$ cat src/rtl/hex_bytecode_image_parser_defines.svh
// assertion macros shared by the hex bytecode image parser rtl
// expects clk_i and rst_ni in the scope of each use
`ifndef HEX_BYTECODE_IMAGE_PARSER_DEFINES_SVH
`define HEX_BYTECODE_IMAGE_PARSER_DEFINES_SVH

// same-cycle implication, off during reset
`define HBIP_ASSERT_IMP(lbl, ante, cons, msg) \
  lbl: assert property (@(posedge clk_i) disable iff (!rst_ni) (ante) |-> (cons)) \
    else $error(msg);

// next-cycle implication, off during reset
`define HBIP_ASSERT_NXT(lbl, ante, cons, msg) \
  lbl: assert property (@(posedge clk_i) disable iff (!rst_ni) (ante) |=> (cons)) \
    else $error(msg);

`endif

$ cat src/rtl/hbip_pkg.sv
// types and constants of the hex bytecode image parser
// no dependencies
package hbip_pkg;

  localparam logic [31:0] MagicWord   = 32'hC0C0FFEE;
  localparam logic [7:0]  CharHash    = 8'h23;
  localparam logic [7:0]  CharNewline = 8'h0A;
  localparam logic [7:0]  CharSpace   = 8'h20;

  // lexer phase, code 3 unused and treated as between bytes
  typedef enum logic [1:0] {
    PH_BETWEEN = 2'd0,
    PH_COMMENT = 2'd1,
    PH_HIGH    = 2'd2
  } phase_e;

  // position in the image layout
  typedef enum logic [3:0] {
    ST_VERSION    = 4'd0,
    ST_INT_COUNT  = 4'd1,
    ST_INT        = 4'd2,
    ST_STR_COUNT  = 4'd3,
    ST_STR_BYTE   = 4'd4,
    ST_FN_COUNT   = 4'd5,
    ST_ARGS       = 4'd6,
    ST_VARS       = 4'd7,
    ST_CODE_LEN   = 4'd8,
    ST_CODE_BYTE  = 4'd9,
    ST_NAT_COUNT  = 4'd10,
    ST_NAT_ARGS   = 4'd11,
    ST_NAT_INDEX  = 4'd12,
    ST_MAGIC      = 4'd15
  } stage_e;

  typedef enum logic [3:0] {
    KIND_VERSION    = 4'd0,
    KIND_INT_COUNT  = 4'd1,
    KIND_INT        = 4'd2,
    KIND_STR_COUNT  = 4'd3,
    KIND_STR_BYTE   = 4'd4,
    KIND_FN_COUNT   = 4'd5,
    KIND_ARGS       = 4'd6,
    KIND_VARS       = 4'd7,
    KIND_CODE_LEN   = 4'd8,
    KIND_CODE_BYTE  = 4'd9,
    KIND_NAT_COUNT  = 4'd10,
    KIND_NAT_ARGS   = 4'd11,
    KIND_NAT_INDEX  = 4'd12,
    KIND_ERROR      = 4'd13
  } kind_e;

  typedef enum logic [2:0] {
    ERR_NONE        = 3'd0,
    ERR_BAD_HEX     = 3'd1,
    ERR_EOF_DIGIT   = 3'd2,
    ERR_BAD_SECOND  = 3'd3,
    ERR_PREMATURE   = 3'd4,
    ERR_BAD_MAGIC   = 3'd5
  } err_e;

  // what the lexer hands to the field assembler
  typedef enum logic [1:0] {
    TOK_NOP  = 2'd0,
    TOK_BYTE = 2'd1,
    TOK_ERR  = 2'd2
  } tok_kind_e;

  typedef struct packed {
    logic      sof;    // restart before this token
    tok_kind_e kind;
    logic [7:0] data;  // byte value, or error code in the low bits
  } token_t;

  typedef struct packed {
    kind_e       kind;
    logic [31:0] value;
    logic [15:0] entry;
    logic [15:0] func;
    err_e        err;
    logic        last;
  } result_t;

endpackage

$ cat src/rtl/hbip_front.sv
// character lexer: white space, comments, hex digit pairs
// depends on hbip_pkg
module hbip_front (
  input  logic              clk_i,
  input  logic              rst_ni,
  input  logic              accept_i,
  input  logic [7:0]        char_code_i,
  input  logic              end_of_file_i,
  input  logic              start_of_file_i,
  output hbip_pkg::token_t  token_o
);

  hbip_pkg::phase_e phase_q, phase_d, phase_eff;
  logic [3:0] high_nibble_q, high_nibble_d;
  logic [4:0] hex;
  logic       blank;

  // bit 4 set when the character is a hex digit
  function automatic logic [4:0] hex_decode(input logic [7:0] c);
    logic [4:0] r;
    r = 5'd0;
    if (c >= 8'h30 && c <= 8'h39) begin
      r = {1'b1, 4'(c - 8'h30)};
    end else if (c >= 8'h41 && c <= 8'h46) begin
      r = {1'b1, 4'(c - 8'h37)};
    end else if (c >= 8'h61 && c <= 8'h66) begin
      r = {1'b1, 4'(c - 8'h57)};
    end
    return r;
  endfunction

  assign hex       = hex_decode(char_code_i);
  assign blank     = (char_code_i == hbip_pkg::CharSpace) ||
                     (char_code_i >= 8'h09 && char_code_i <= 8'h0D);
  assign phase_eff = start_of_file_i ? hbip_pkg::PH_BETWEEN : phase_q;

  // next state
  always_comb begin
    phase_d       = phase_q;
    high_nibble_d = high_nibble_q;
    if (accept_i && !end_of_file_i) begin
      case (phase_eff)
        hbip_pkg::PH_COMMENT: begin
          phase_d = (char_code_i == hbip_pkg::CharNewline) ? hbip_pkg::PH_BETWEEN
                                                          : hbip_pkg::PH_COMMENT;
        end
        hbip_pkg::PH_HIGH: begin
          phase_d = hbip_pkg::PH_BETWEEN;
        end
        default: begin
          if (char_code_i == hbip_pkg::CharHash) begin
            phase_d = hbip_pkg::PH_COMMENT;
          end else if (!blank && hex[4]) begin
            phase_d       = hbip_pkg::PH_HIGH;
            high_nibble_d = hex[3:0];
          end else begin
            phase_d = hbip_pkg::PH_BETWEEN;
          end
        end
      endcase
    end else if (accept_i) begin
      phase_d = phase_eff;
    end
  end

  // token for the accepted item
  always_comb begin
    token_o.sof  = start_of_file_i;
    token_o.kind = hbip_pkg::TOK_NOP;
    token_o.data = 8'd0;
    if (end_of_file_i) begin
      token_o.kind = hbip_pkg::TOK_ERR;
      token_o.data = {5'd0, (phase_eff == hbip_pkg::PH_HIGH) ? hbip_pkg::ERR_EOF_DIGIT
                                                             : hbip_pkg::ERR_PREMATURE};
    end else begin
      case (phase_eff)
        hbip_pkg::PH_COMMENT: begin
          token_o.kind = hbip_pkg::TOK_NOP;
        end
        hbip_pkg::PH_HIGH: begin
          if (hex[4]) begin
            token_o.kind = hbip_pkg::TOK_BYTE;
            token_o.data = {high_nibble_q, hex[3:0]};
          end else begin
            token_o.kind = hbip_pkg::TOK_ERR;
            token_o.data = {5'd0, hbip_pkg::ERR_BAD_SECOND};
          end
        end
        default: begin
          if (char_code_i != hbip_pkg::CharHash && !blank && !hex[4]) begin
            token_o.kind = hbip_pkg::TOK_ERR;
            token_o.data = {5'd0, hbip_pkg::ERR_BAD_HEX};
          end
        end
      endcase
    end
  end

  always_ff @(posedge clk_i or negedge rst_ni) begin
    if (!rst_ni) begin
      phase_q       <= hbip_pkg::PH_BETWEEN;
      high_nibble_q <= 4'd0;
    end else begin
      phase_q       <= phase_d;
      high_nibble_q <= high_nibble_d;
    end
  end

endmodule

$ cat src/rtl/hbip_fifo.sv
// token queue between lexer and field assembler
// depends on hbip_pkg and the assertion macro header
`include "hex_bytecode_image_parser_defines.svh"

module hbip_fifo #(
  parameter int unsigned Depth = 2
) (
  input  logic             clk_i,
  input  logic             rst_ni,
  input  logic             push_i,
  input  hbip_pkg::token_t data_i,
  input  logic             pop_i,
  output hbip_pkg::token_t data_o,
  output logic             full_o,
  output logic             empty_o
);

  localparam int unsigned PtrW = (Depth > 1) ? $clog2(Depth) : 1;
  localparam int unsigned CntW = $clog2(Depth + 1);

  hbip_pkg::token_t entry_q [Depth];
  logic [PtrW-1:0] wr_ptr_q, wr_ptr_d, rd_ptr_q, rd_ptr_d;
  logic [CntW-1:0] count_q, count_d;

  assign full_o  = (count_q == CntW'(Depth));
  assign empty_o = (count_q == '0);
  assign data_o  = entry_q[rd_ptr_q];

  always_comb begin
    wr_ptr_d = wr_ptr_q;
    rd_ptr_d = rd_ptr_q;
    count_d  = count_q;
    if (push_i) begin
      wr_ptr_d = (wr_ptr_q == PtrW'(Depth - 1)) ? '0 : wr_ptr_q + PtrW'(1);
    end
    if (pop_i) begin
      rd_ptr_d = (rd_ptr_q == PtrW'(Depth - 1)) ? '0 : rd_ptr_q + PtrW'(1);
    end
    if (push_i && !pop_i) begin
      count_d = count_q + CntW'(1);
    end else if (pop_i && !push_i) begin
      count_d = count_q - CntW'(1);
    end
  end

  always_ff @(posedge clk_i) begin
    if (push_i) begin
      entry_q[wr_ptr_q] <= data_i;
    end
  end

  always_ff @(posedge clk_i or negedge rst_ni) begin
    if (!rst_ni) begin
      wr_ptr_q <= '0;
      rd_ptr_q <= '0;
      count_q  <= '0;
    end else begin
      wr_ptr_q <= wr_ptr_d;
      rd_ptr_q <= rd_ptr_d;
      count_q  <= count_d;
    end
  end

  `HBIP_ASSERT_IMP(a_no_push_full, push_i, !full_o, "push into full token queue")
  `HBIP_ASSERT_IMP(a_no_pop_empty, pop_i, !empty_o, "pop from empty token queue")
  `HBIP_ASSERT_NXT(a_count_up, push_i && !pop_i, count_q == $past(count_q) + CntW'(1),
                   "token count lost a push")

endmodule

$ cat src/rtl/hbip_back.sv
// field assembler: joins bytes into image fields and registers results
// depends on hbip_pkg and the assertion macro header
`include "hex_bytecode_image_parser_defines.svh"

module hbip_back (
  input  logic              clk_i,
  input  logic              rst_ni,
  input  hbip_pkg::token_t  token_i,
  input  logic              empty_i,
  output logic              pop_o,
  output logic              out_valid_o,
  input  logic              out_ready_i,
  output hbip_pkg::result_t out_o
);

  hbip_pkg::stage_e stage_q, stage_d, stage_eff;
  logic [1:0]  bif_q, bif_d, bif_eff;
  logic [31:0] acc_q, acc_d, acc_eff, acc_n;
  logic [15:0] pool_rem_q, pool_rem_d, pool_rem_eff, pool_rem_dec;
  logic [15:0] pool_pos_q, pool_pos_d, pool_pos_eff, pool_pos_inc;
  logic [15:0] fn_rem_q, fn_rem_d, fn_rem_eff, fn_rem_dec;
  logic [15:0] fn_pos_q, fn_pos_d, fn_pos_eff;
  logic [15:0] code_rem_q, code_rem_d, code_rem_eff, code_rem_dec;
  logic        halted_q, halted_d, halted_eff;
  logic        field_done, live_byte;
  logic [15:0] v16;

  logic              out_valid_q;
  hbip_pkg::result_t out_q, res;
  logic              res_valid;

  assign pop_o = !empty_i && (!out_valid_q || out_ready_i);

  // a restart token sees the reset state
  assign stage_eff    = token_i.sof ? hbip_pkg::ST_MAGIC : stage_q;
  assign bif_eff      = token_i.sof ? 2'd0 : bif_q;
  assign acc_eff      = token_i.sof ? 32'd0 : acc_q;
  assign pool_rem_eff = token_i.sof ? 16'd0 : pool_rem_q;
  assign pool_pos_eff = token_i.sof ? 16'd0 : pool_pos_q;
  assign fn_rem_eff   = token_i.sof ? 16'd0 : fn_rem_q;
  assign fn_pos_eff   = token_i.sof ? 16'd0 : fn_pos_q;
  assign code_rem_eff = token_i.sof ? 16'd0 : code_rem_q;
  assign halted_eff   = token_i.sof ? 1'b0 : halted_q;

  assign acc_n        = {acc_eff[23:0], token_i.data};
  assign v16          = acc_n[15:0];
  assign pool_rem_dec = pool_rem_eff - 16'd1;
  assign pool_pos_inc = pool_pos_eff + 16'd1;
  assign fn_rem_dec   = fn_rem_eff - 16'd1;
  assign code_rem_dec = code_rem_eff - 16'd1;
  assign live_byte    = pop_o && !halted_eff && (token_i.kind == hbip_pkg::TOK_BYTE);

  always_comb begin
    case (stage_eff)
      hbip_pkg::ST_MAGIC, hbip_pkg::ST_INT:          field_done = (bif_eff == 2'd3);
      hbip_pkg::ST_STR_BYTE, hbip_pkg::ST_CODE_BYTE: field_done = 1'b1;
      default:                                       field_done = (bif_eff == 2'd1);
    endcase
  end

  // next state
  always_comb begin
    stage_d    = stage_q;
    bif_d      = bif_q;
    acc_d      = acc_q;
    pool_rem_d = pool_rem_q;
    pool_pos_d = pool_pos_q;
    fn_rem_d   = fn_rem_q;
    fn_pos_d   = fn_pos_q;
    code_rem_d = code_rem_q;
    halted_d   = halted_q;
    if (pop_o) begin
      stage_d    = stage_eff;
      bif_d      = bif_eff;
      acc_d      = acc_eff;
      pool_rem_d = pool_rem_eff;
      pool_pos_d = pool_pos_eff;
      fn_rem_d   = fn_rem_eff;
      fn_pos_d   = fn_pos_eff;
      code_rem_d = code_rem_eff;
      halted_d   = halted_eff;
      if (!halted_eff && token_i.kind == hbip_pkg::TOK_ERR) begin
        halted_d = 1'b1;
      end
    end
    if (live_byte && !field_done) begin
      bif_d = bif_eff + 2'd1;
      acc_d = acc_n;
    end else if (live_byte) begin
      bif_d = 2'd0;
      acc_d = 32'd0;
      case (stage_eff)
        hbip_pkg::ST_MAGIC: begin
          if (acc_n != hbip_pkg::MagicWord) begin
            halted_d = 1'b1;
          end else begin
            stage_d = hbip_pkg::ST_VERSION;
          end
        end
        hbip_pkg::ST_VERSION: stage_d = hbip_pkg::ST_INT_COUNT;
        hbip_pkg::ST_INT_COUNT: begin
          pool_rem_d = v16;
          pool_pos_d = 16'd0;
          stage_d    = (v16 == 16'd0) ? hbip_pkg::ST_STR_COUNT : hbip_pkg::ST_INT;
        end
        hbip_pkg::ST_STR_COUNT: begin
          pool_rem_d = v16;
          pool_pos_d = 16'd0;
          stage_d    = (v16 == 16'd0) ? hbip_pkg::ST_FN_COUNT : hbip_pkg::ST_STR_BYTE;
        end
        hbip_pkg::ST_INT: begin
          pool_pos_d = pool_pos_inc;
          pool_rem_d = pool_rem_dec;
          if (pool_rem_dec == 16'd0) stage_d = hbip_pkg::ST_STR_COUNT;
        end
        hbip_pkg::ST_STR_BYTE: begin
          pool_pos_d = pool_pos_inc;
          pool_rem_d = pool_rem_dec;
          if (pool_rem_dec == 16'd0) stage_d = hbip_pkg::ST_FN_COUNT;
        end
        hbip_pkg::ST_FN_COUNT: begin
          fn_rem_d = v16;
          fn_pos_d = 16'd0;
          stage_d  = (v16 == 16'd0) ? hbip_pkg::ST_NAT_COUNT : hbip_pkg::ST_ARGS;
        end
        hbip_pkg::ST_ARGS: stage_d = hbip_pkg::ST_VARS;
        hbip_pkg::ST_VARS: stage_d = hbip_pkg::ST_CODE_LEN;
        hbip_pkg::ST_CODE_LEN: begin
          code_rem_d = v16;
          pool_pos_d = 16'd0;
          if (v16 == 16'd0) begin
            // empty code body closes the function at once
            fn_pos_d = fn_pos_eff + 16'd1;
            fn_rem_d = fn_rem_dec;
            stage_d  = (fn_rem_dec == 16'd0) ? hbip_pkg::ST_NAT_COUNT : hbip_pkg::ST_ARGS;
          end else begin
            stage_d = hbip_pkg::ST_CODE_BYTE;
          end
        end
        hbip_pkg::ST_CODE_BYTE: begin
          pool_pos_d = pool_pos_inc;
          code_rem_d = code_rem_dec;
          if (code_rem_dec == 16'd0) begin
            fn_pos_d = fn_pos_eff + 16'd1;
            fn_rem_d = fn_rem_dec;
            stage_d  = (fn_rem_dec == 16'd0) ? hbip_pkg::ST_NAT_COUNT : hbip_pkg::ST_ARGS;
          end
        end
        hbip_pkg::ST_NAT_COUNT: begin
          pool_rem_d = v16;
          pool_pos_d = 16'd0;
          if (v16 == 16'd0) begin
            halted_d = 1'b1;
          end else begin
            stage_d = hbip_pkg::ST_NAT_ARGS;
          end
        end
        hbip_pkg::ST_NAT_ARGS: stage_d = hbip_pkg::ST_NAT_INDEX;
        hbip_pkg::ST_NAT_INDEX: begin
          pool_pos_d = pool_pos_inc;
          pool_rem_d = pool_rem_dec;
          if (pool_rem_dec == 16'd0) begin
            halted_d = 1'b1;
          end else begin
            stage_d = hbip_pkg::ST_NAT_ARGS;
          end
        end
        default: halted_d = 1'b1;
      endcase
    end
  end

  // result for the popped token
  always_comb begin
    res_valid = 1'b0;
    res.kind  = hbip_pkg::KIND_ERROR;
    res.value = acc_n;
    res.entry = 16'd0;
    res.func  = 16'd0;
    res.err   = hbip_pkg::ERR_NONE;
    res.last  = 1'b0;
    if (pop_o && !halted_eff && token_i.kind == hbip_pkg::TOK_ERR) begin
      res_valid = 1'b1;
      res.value = 32'd0;
      res.err   = hbip_pkg::err_e'(token_i.data[2:0]);
      res.last  = 1'b1;
    end else if (live_byte && field_done) begin
      res_valid = 1'b1;
      case (stage_eff)
        hbip_pkg::ST_MAGIC: begin
          res_valid = (acc_n != hbip_pkg::MagicWord);
          res.err   = hbip_pkg::ERR_BAD_MAGIC;
          res.last  = 1'b1;
        end
        hbip_pkg::ST_VERSION:   res.kind = hbip_pkg::KIND_VERSION;
        hbip_pkg::ST_INT_COUNT: res.kind = hbip_pkg::KIND_INT_COUNT;
        hbip_pkg::ST_STR_COUNT: res.kind = hbip_pkg::KIND_STR_COUNT;
        hbip_pkg::ST_FN_COUNT:  res.kind = hbip_pkg::KIND_FN_COUNT;
        hbip_pkg::ST_INT: begin
          res.kind  = hbip_pkg::KIND_INT;
          res.entry = pool_pos_eff;
        end
        hbip_pkg::ST_STR_BYTE: begin
          res.kind  = hbip_pkg::KIND_STR_BYTE;
          res.entry = pool_pos_eff;
        end
        hbip_pkg::ST_ARGS: begin
          res.kind  = hbip_pkg::KIND_ARGS;
          res.entry = fn_pos_eff;
          res.func  = fn_pos_eff;
        end
        hbip_pkg::ST_VARS: begin
          res.kind  = hbip_pkg::KIND_VARS;
          res.entry = fn_pos_eff;
          res.func  = fn_pos_eff;
        end
        hbip_pkg::ST_CODE_LEN: begin
          res.kind  = hbip_pkg::KIND_CODE_LEN;
          res.entry = fn_pos_eff;
          res.func  = fn_pos_eff;
        end
        hbip_pkg::ST_CODE_BYTE: begin
          res.kind  = hbip_pkg::KIND_CODE_BYTE;
          res.entry = pool_pos_eff;
          res.func  = fn_pos_eff;
        end
        hbip_pkg::ST_NAT_COUNT: begin
          res.kind = hbip_pkg::KIND_NAT_COUNT;
          res.last = (v16 == 16'd0);
        end
        hbip_pkg::ST_NAT_ARGS: begin
          res.kind  = hbip_pkg::KIND_NAT_ARGS;
          res.entry = pool_pos_eff;
        end
        hbip_pkg::ST_NAT_INDEX: begin
          res.kind  = hbip_pkg::KIND_NAT_INDEX;
          res.entry = pool_pos_eff;
          res.last  = (pool_rem_dec == 16'd0);
        end
        default: res_valid = 1'b0;
      endcase
    end
  end

  always_ff @(posedge clk_i or negedge rst_ni) begin
    if (!rst_ni) begin
      stage_q     <= hbip_pkg::ST_MAGIC;
      bif_q       <= 2'd0;
      acc_q       <= 32'd0;
      pool_rem_q  <= 16'd0;
      pool_pos_q  <= 16'd0;
      fn_rem_q    <= 16'd0;
      fn_pos_q    <= 16'd0;
      code_rem_q  <= 16'd0;
      halted_q    <= 1'b0;
      out_valid_q <= 1'b0;
    end else begin
      stage_q     <= stage_d;
      bif_q       <= bif_d;
      acc_q       <= acc_d;
      pool_rem_q  <= pool_rem_d;
      pool_pos_q  <= pool_pos_d;
      fn_rem_q    <= fn_rem_d;
      fn_pos_q    <= fn_pos_d;
      code_rem_q  <= code_rem_d;
      halted_q    <= halted_d;
      out_valid_q <= res_valid || (out_valid_q && !out_ready_i);
    end
  end

  always_ff @(posedge clk_i) begin
    if (res_valid) begin
      out_q <= res;
    end
  end

  assign out_valid_o = out_valid_q;
  assign out_o       = out_q;

  `HBIP_ASSERT_NXT(a_last_halts, res_valid && res.last, halted_q,
                   "parser still running after a final result")
  `HBIP_ASSERT_IMP(a_error_is_last, out_valid_q && out_q.kind == hbip_pkg::KIND_ERROR,
                   out_q.last && out_q.err != hbip_pkg::ERR_NONE,
                   "error result without last flag or code")

endmodule

$ cat src/rtl/hex_bytecode_image_parser.sv
// hex bytecode image parser, top level
// depends on hbip_pkg, hbip_front, hbip_fifo and hbip_back
//
// takes one text character per request and decodes a hex text image of a
// bytecode file: white space and '#' comments are skipped, hex digit pairs
// form bytes, and the bytes are assembled into the big-endian fields of the
// image (magic, version, int pool, string pool, functions with their code,
// native pool); every field after the magic comes out as one result with its
// kind, value and indexes. the block sustains one character per clock while
// the output takes results: the lexer and the field assembler each handle
// one item per cycle, and a token queue of FifoDepth entries between them
// lets either side stall alone. a field's result is registered in the output
// register, behind the queue. hex errors, end of file in the wrong place and a
// wrong magic give an error result with tlast set; after that, or after the
// last field, characters give no result until one arrives with the start
// flag in tuser, which restarts the parser before that character
module hex_bytecode_image_parser #(
  parameter int unsigned FifoDepth = 2
) (
  input  logic        clk_i,
  input  logic        rst_ni,
  input  logic        s_axis_tvalid,
  output logic        s_axis_tready,
  input  logic [7:0]  s_axis_tdata,   // [7:0] char_code
  input  logic        s_axis_tlast,   // end_of_file
  input  logic [0:0]  s_axis_tuser,   // [0] start_of_file
  output logic        m_axis_tvalid,
  input  logic        m_axis_tready,
  output logic [71:0] m_axis_tdata,   // [31:0] field_value, [47:32] entry_index,
                                      // [63:48] function_number, [66:64] error_code,
                                      // [71:67] zero
  output logic        m_axis_tlast,   // last_field
  output logic [3:0]  m_axis_tuser    // [3:0] field_kind
);

  hbip_pkg::token_t  push_token, pop_token;
  hbip_pkg::result_t result;
  logic in_accept, fifo_full, fifo_empty, fifo_pop;

  // every accepted character leaves one token, even a skipped one, so that
  // a restart always reaches the assembler
  assign s_axis_tready = !fifo_full;
  assign in_accept     = s_axis_tvalid && s_axis_tready;

  hbip_front u_front (
    .clk_i           (clk_i),
    .rst_ni          (rst_ni),
    .accept_i        (in_accept),
    .char_code_i     (s_axis_tdata),
    .end_of_file_i   (s_axis_tlast),
    .start_of_file_i (s_axis_tuser[0]),
    .token_o         (push_token)
  );

  hbip_fifo #(
    .Depth (FifoDepth)
  ) u_fifo (
    .clk_i   (clk_i),
    .rst_ni  (rst_ni),
    .push_i  (in_accept),
    .data_i  (push_token),
    .pop_i   (fifo_pop),
    .data_o  (pop_token),
    .full_o  (fifo_full),
    .empty_o (fifo_empty)
  );

  // assembler pops only while its output register is free or draining
  hbip_back u_back (
    .clk_i       (clk_i),
    .rst_ni      (rst_ni),
    .token_i     (pop_token),
    .empty_i     (fifo_empty),
    .pop_o       (fifo_pop),
    .out_valid_o (m_axis_tvalid),
    .out_ready_i (m_axis_tready),
    .out_o       (result)
  );

  assign m_axis_tdata = {5'd0, result.err, result.func, result.entry, result.value};
  assign m_axis_tlast = result.last;
  assign m_axis_tuser = result.kind;

endmodule

$ cat config.mk
export PLATFORM = sky130hd
export DESIGN_NAME = hex_bytecode_image_parser
export DESIGN_NICKNAME = d
export VERILOG_FILES = /design/src/rtl/hbip_pkg.sv /design/src/rtl/hbip_front.sv /design/src/rtl/hbip_fifo.sv /design/src/rtl/hbip_back.sv /design/src/rtl/hex_bytecode_image_parser.sv
export VERILOG_INCLUDE_DIRS = /design/src /design/src/rtl
export SDC_FILE = /design/constraint.sdc
export NUM_CORES = 1
export LEC_CHECK = 0
export BUFFER_PORTS_ARGS = -buffer_cell sky130_fd_sc_hd__buf_2
export CAP_MARGIN = 20
export CORE_MARGIN = 1
export CORE_UTILIZATION = 55
export DETAILED_ROUTE_END_ITERATION = 10
export PLACE_DENSITY = 0.8
export SLEW_MARGIN = 10
export SYNTH_ARGS = -nofsm -noshare
export SYNTH_HDL_FRONTEND = slang
export SYNTH_SLANG_ARGS = --single-unit
export TNS_END_PERCENT = 5
$ cat constraint.sdc
create_clock -name clk_i -period 8.8 [get_ports clk_i]
set_input_delay 2.2 -clock clk_i [delete_from_list [all_inputs] [get_ports clk_i]]
set_output_delay 2.2 -clock clk_i [all_outputs]
set_load 0.05 [all_outputs]
# Yosys cells after proc, flatten, opt, wreduce, memory -nomap -nowiden
# Memories as Yosys holds them, arrays and structs flattened.
# Cells that the tools add are included.
# totals
ff_bits	194
latch_bits	0
mem_bits_rw	22
mem_bits_ro	0
inputBits	14
output_inout_bits	79
elab_cells	223
mem_count	1
# mem_list
name	depth	word_bits	rd	rd_clocked_by_memory_dff	write_ports	line	rtl
u_fifo.entry_q	2	11	1	0	1	hbip_fifo.sv:21	hbip_pkg::token_t entry_q [Depth];
# classes
add_sub_neg	13
mul	0
div_mod_pow	0
order_cmp	8
n_eq_ne	25
shifts	0
n_mux	94
bitwise_logic	4
n_reduce_logical	57
# ops
cell	count
two-way mux 16 bit	24
one-hot mux 16 bit (2 select lines)	4
two-way mux 24 bit	4
one-hot mux 16 bit (3 select lines)	2
zero test 16 bit	4
two-way mux 4 bit	15
one-hot mux 4 bit (14 select lines)	1
one-hot mux 4 bit (13 select lines)	1
subtractor 16 x 1 -> 16 bit, second input constant	3
adder 16 x 1 -> 16 bit, second input constant	2
!= test 32 bit, second input constant	1
two-way mux 10 bit	3
equality test 4 bit, second input constant	6
two-way mux 2 bit	11
logical AND 1 bit	19
two-way mux 1 bit	17
equality test 4 x 3 -> 1 bit, second input constant	4
equality test 8 x 6 -> 1 bit, second input constant	2
>= comparator 8 x 7 -> 1 bit, second input constant	2
less-or-equal comparator 8 x 7 -> 1 bit, second input constant	2
one-hot mux 8 bit (2 select lines)	1
two-way mux 5 bit	3
OR reduction 13 bit	1
OR reduction 3 bit	4
32 further kinds	65

# Depth between registers and ports, before layout
# depth
ltp_word	10
ltp_mapped	19

# Modules after synthesis
# Synthesis repeated with hierarchy kept, for this count alone.
# unflattened
hier_cells	1267
area_unflattened_um2	12116.6
# by_module_without_submodules
mod	n_inst	cells_per_inst	area_per_inst_um2	seq_area_each_um2
hbip_back	1	1123	10329.9	4969.8
hbip_fifo	1	50	1016.0	760.7
hbip_front	1	86	719.4	150.1
hex_bytecode_image_parser	1	8	51.3	0.0

# Worst setup path after synthesis
# OpenSTA, ideal clock, no wires.
# synth_path
kind	input -> register
startpoint	input m_axis_tready
endpoint	register u_back.out_q, in the netlist u_back.out_o[0] (enable)
setup_ns	0.603
arrival_time_ns	8.239
path_slack_ns	-0.042
stages	7
n_path_buf	2
path_cell_list	nand2b_1 > o21a_1 > and3_1 > clkbuf_1 > nand3_1 > clkbuf_1 > o21ai_0
# synth_via
elab_chain_cells	7
# synth_rtl
element	line	rtl
from (decl)	hex_bytecode_image_parser.sv:28	input logic m_axis_tready,
logical OR 1 bit *	hbip_back.sv:32	assign pop_o = !empty_i && (!out_valid_q || out_ready_i);
logical AND 1 bit *	hbip_back.sv:32	
logical AND 1 bit *	hbip_back.sv:51, hbip_back.sv:182	
logical AND 1 bit	hbip_back.sv:51	assign live_byte = pop_o && !halted_eff && (token_i.kind == hbip_pkg::TOK_BYTE);
logical AND 1 bit	hbip_back.sv:187	end else if (live_byte && field_done) begin
two-way mux 1 bit	hbip_back.sv:187	
two-way mux 1 bit *	hbip_back.sv:182	if (pop_o && !halted_eff && token_i.kind == hbip_pkg::TOK_ERR) begin
via u_back.res_valid	hbip_back.sv:30	logic res_valid;
to (signal assigned)	hbip_back.sv:273	out_q <= res;
to (decl)	hbip_back.sv:29	hbip_pkg::result_t out_q, res;
# Mark *: on every way through the listed nets, which the timed path passes. The rest lies on a longest branch.
# A chain may end at the register's enable or synchronous reset.

# Final worst setup path
# layout_path
startpoint	register u_fifo.rd_ptr_q
endpoint	register u_back.fn_rem_q[7]
# layout_via
elab_chain_cells	8
# layout_rtl
element	line	rtl
from (decl)	hbip_fifo.sv:22	logic [PtrW-1:0] wr_ptr_q, wr_ptr_d, rd_ptr_q, rd_ptr_d;
from (signal assigned)	hbip_fifo.sv:59	rd_ptr_q <= rd_ptr_d;
memory read (2 x 11 bit) *	--	
two-way mux 16 bit or two-way mux 4 bit (tied branches)	hbip_back.sv:42, hbip_back.sv:35	
subtractor 16 x 1 -> 16 bit (tied with other cells)	hbip_back.sv:50	assign code_rem_dec = code_rem_eff - 16'd1;
zero test 16 bit or OR reduction 2 bit (tied branches)	hbip_back.sv:143, hbip_back.sv:54	
two-way mux 16 bit or one-hot mux 1 bit (2 select lines) (tied branches)	hbip_back.sv:143, hbip_back.sv:54	
one-hot mux 16 bit (3 select lines) or zero test 1 bit (tied branches)	hbip_back.sv:92, hbip_back.sv:86	
two-way mux 16 bit or logical AND 1 bit (tied branches)	hbip_back.sv:89, hbip_back.sv:86	
two-way mux 16 bit *	hbip_back.sv:86	if (live_byte && !field_done) begin
via u_back.fn_rem_d[7]	hbip_back.sv:21	logic [15:0] fn_rem_q, fn_rem_d, fn_rem_eff, fn_rem_dec;
to (signal assigned)	hbip_back.sv:263	fn_rem_q <= fn_rem_d;
to (decl)	hbip_back.sv:21	
# Marks and branches as above.

==> impl_metrics.toml <==
[timing]
slew_viol_final = 0
rsz0062_at_grt = "false"
final.setup.tns_ns = 0
finClkSkew_ns = 0.009918
fmax_mhz = 191.4
period_share_pct = 59.38
setup_violations = 0
tightest_slew_ns = 1.037
hold_viol = 0
relSlewSlack_pct = 30.83
period_needed_ns = 5.225

[worst_hold_path]
hp-class = "register to register"

[route]
ant_nets = 0
drc = 0
wl_per_cell_um = 19.59
via_count = 10270
drt-total-wl_um = 31440
via_per_inst = 6.401
drtIter0Drc = 1157
drtPass1Iterations = 6

[pwr]
ir_drop_mv = 0.1868
power_density_nw_per_um2 = 265.2
power.leakage_nw = 5.587
total_power_w = 0.003510

[floorplanning]
initial_core_util_pct = 56.35
num_io_pins = 93
rows = 53
coreArea_um2 = 21090
dieArea_um2 = 22200
die_w_um = 149.0
die_y_um = 149.0

[clock_tree]
post_cts_buffers = 0
h-tree-depth = 1
cts_inserted_buffers = 23
ctsResizeCount = 0
clockRootBuffer = "clkbuf_16"
clk_latency_ns = 0.51
path_clk_slew_ns = 0.06
cts_hold_buf = 0
cts_sinks = 216
clk_path_buf_depth = 3
cts_tree = "done"

[critical_path]
arrival_ns = 5.65
path_buf_inv = 1
cpPeakStageDelay_ns = 0.84
critPathSlowestCell = "o21ba_1"
cp.depth = 12
startpoint_type = "register"
r2r_setup_slack_ns = 3.57
cp.required_ns = 9.23
path_class = "register to register"
r2r-end = "u_back.fn_rem_q[7]"
worstPathCellList = "mux2i_4, buf_4, nand2_1, ha_1, or4b_1, o41ai_2, o2111ai_1, or4_4, a2111oi_4, o21ba_1, a21oi_1, o21ai_0"
crit_path_end_kind = "register"
crit_path_end = "u_back.fn_rem_q[7]"
rr_worst_depth = 12
worstSetupStartpoint = "u_fifo.rd_ptr_q"
cp_max_fo = 35
r2r_start = "u_fifo.rd_ptr_q"
crit_family = "compound AO/OA/AOI/OAI gates"

[logic_synthesis]
postSynthAreaPerCell_um2 = 9.372
ys_seq_elements = 216
synth_area_leader_cell = "dfrtp_1"
synth-async-reset-ratio_pct = 56.48
yosys-top-cells-area = "dfrtp_1 (25%), edfxtp_1 (24%), o21ai_0 (4.2%), nor2_1 (4.1%), nand2_1 (4.0%)"
synth_edf_count = 94
yosys_warnings = 0
syn_inst = 1268
synth_flop_cell = "dfrtp_1"
synth_top_area_share_pct = 24.85
synth_cell_types = 85
mappedNetlistArea_um2 = 11880
ys_seq_area_share_pct = 49.48

[global_routing]
first_global_vias = 9710
grt-ovfl-total = 0
grt_pass1_wl_um = 50590
grt_max_degree = 74
grtUsageTotal_pct = 28.75
antenna_found_initial = 0

[finish]
most-common-layout-cells = "nor2_1 (130), nand2_1 (126), dfrtp_1 (118)"
final_layout_size_suffix_gt1_share_pct = 12.79
synthToLayoutAreaGrowth_pct = 11.39
final_common_cell = "nor2_1"
fin_nets = 1343

[placement]
place.gp.congestion = 0.9456
dp.final_hpwl_um = 21260
port_buffers = 87

[status]
status = "finished clean"

[job]
maxCapViolCount = 0
==> layout make-up <==
cell class	instances	area, um2
inverters	31	116.4
multi-input cells	932	5538
repair buffers	109	603.1
fillers	1760	7850
clock buffers	31	625.6
diodes	1	2.502
flip-flops and latches	216	5881
well taps	275	344.1
clock inverters	10	127.6
==> worst reg2reg max path, cell delays in order (launching register included) <==
cell       delay (ns)
dfrtp_1          0.67
mux2i_4          0.33
buf_4            0.28
nand2_1          0.15
ha_1             0.57
or4b_1           0.53
o41ai_2          0.26
o2111ai_1        0.16
or4_4            0.54
a2111oi_4        0.47
o21ba_1          0.84
a21oi_1          0.17
o21ai_0          0.18
==> cell usage after synthesis (13+ instances only) <==
cell	number
a21oi_1	75
a22o_1	29
a22oi_1	22
and2_1	19
and3_1	32
clkbuf_1	72
dfrtp_1	118
edfxtp_1	94
ha_1	16
inv_1	30
mux2i_1	14
nand2_1	126
nand2b_1	23
nand3_1	36
nand4_1	13
nor2_1	130
nor3_1	39
nor4_1	26
o21ai_0	99
o22ai_1	25
xnor2_1	14
xor2_1	13
==> power by group <==
group	total, W	switching (W)	internal, W
Combinational	0.00116	0.000924	0.000238
Clock	0.000978	0.000393	0.000585
Sequential	0.00137	0.0000968	0.00127
Total	0.00351	0.00141	0.00210
==> cell families after synthesis <==
logic type / count (synthesis) / synth area share [%]
XOR/XNOR: 27 / 1.990
AO/OA/AOI/OAI: 353 / 19.35
buffers and inverters: 124 / 4.317
AND/OR/NAND/NOR: 515 / 21.77
multiplexers: 16 / 1.369
flip-flops: 216 / 49.48
adder cells (fa/ha/maj): 16 / 1.685
other: 1 / 0.03156
==> worst min path at each step <==
stage	from	end	slack (ns)	cells past startpoint
after floorplan	u_front.high_nibble_q[1]	u_front.high_nibble_q[1]	0.44	2
after detailed placement	u_front.phase_q[1]	u_front.phase_q[1]	0.47	2
after CTS	u_front.phase_q[1]	u_front.phase_q[1]	0.48	2
after global routing	u_back.fn_rem_q[15]	u_back.fn_rem_q[15]	0.51	2
final	u_front.phase_q[1]	u_front.phase_q[1]	0.48	2
after global placement	u_front.phase_q[1]	u_front.phase_q[1]	0.46	2
==> state kept, by name, summed over array words and instances, names as in the netlist, 2 cells and up <==
signal,flops
u_back.acc_q,24
u_back.bif_q,2
u_back.code_rem_q,16
u_back.fn_pos_q,16
u_back.fn_rem_q,16
u_back.out_o,72
u_back.pool_pos_q,16
u_back.pool_rem_q,16
u_back.stage_q,4
u_fifo.count_q,2
u_fifo.entry_q,22
u_front.high_nibble_q,4
u_front.phase_q,2
==> metrics by stage <==
step | instances | setup WS (ns) | hold WS (ns) | cell area [um2] | utilization (%)
6_report | 1605 | 3.575 | 0.4786 | 13240 | 62.77
3_5_place_dp | 1559 | 3.550 | 0.4696 | 12450 | 59.05
2_1_floorplan | 1272 | 1.920 | 0.4418 | 11900 | -
3_3_place_gp | 1559 | 3.629 | 0.4608 | 12450 | 59.05
4_1_cts | 1600 | 3.626 | 0.4839 | 13210 | 62.62
5_1_grt | 1604 | 3.253 | 0.5138 | 13240 | 62.76
==> metal layers <==
metal | track usage, % | part of all wire [%]
met5 | 0 | 0
met1 | 39.44 | 42
met3 | 5.138 | 8.9
met4 | 10.87 | 2.9
met2 | 45.53 | 46
(Power assumes the default switching activity.)
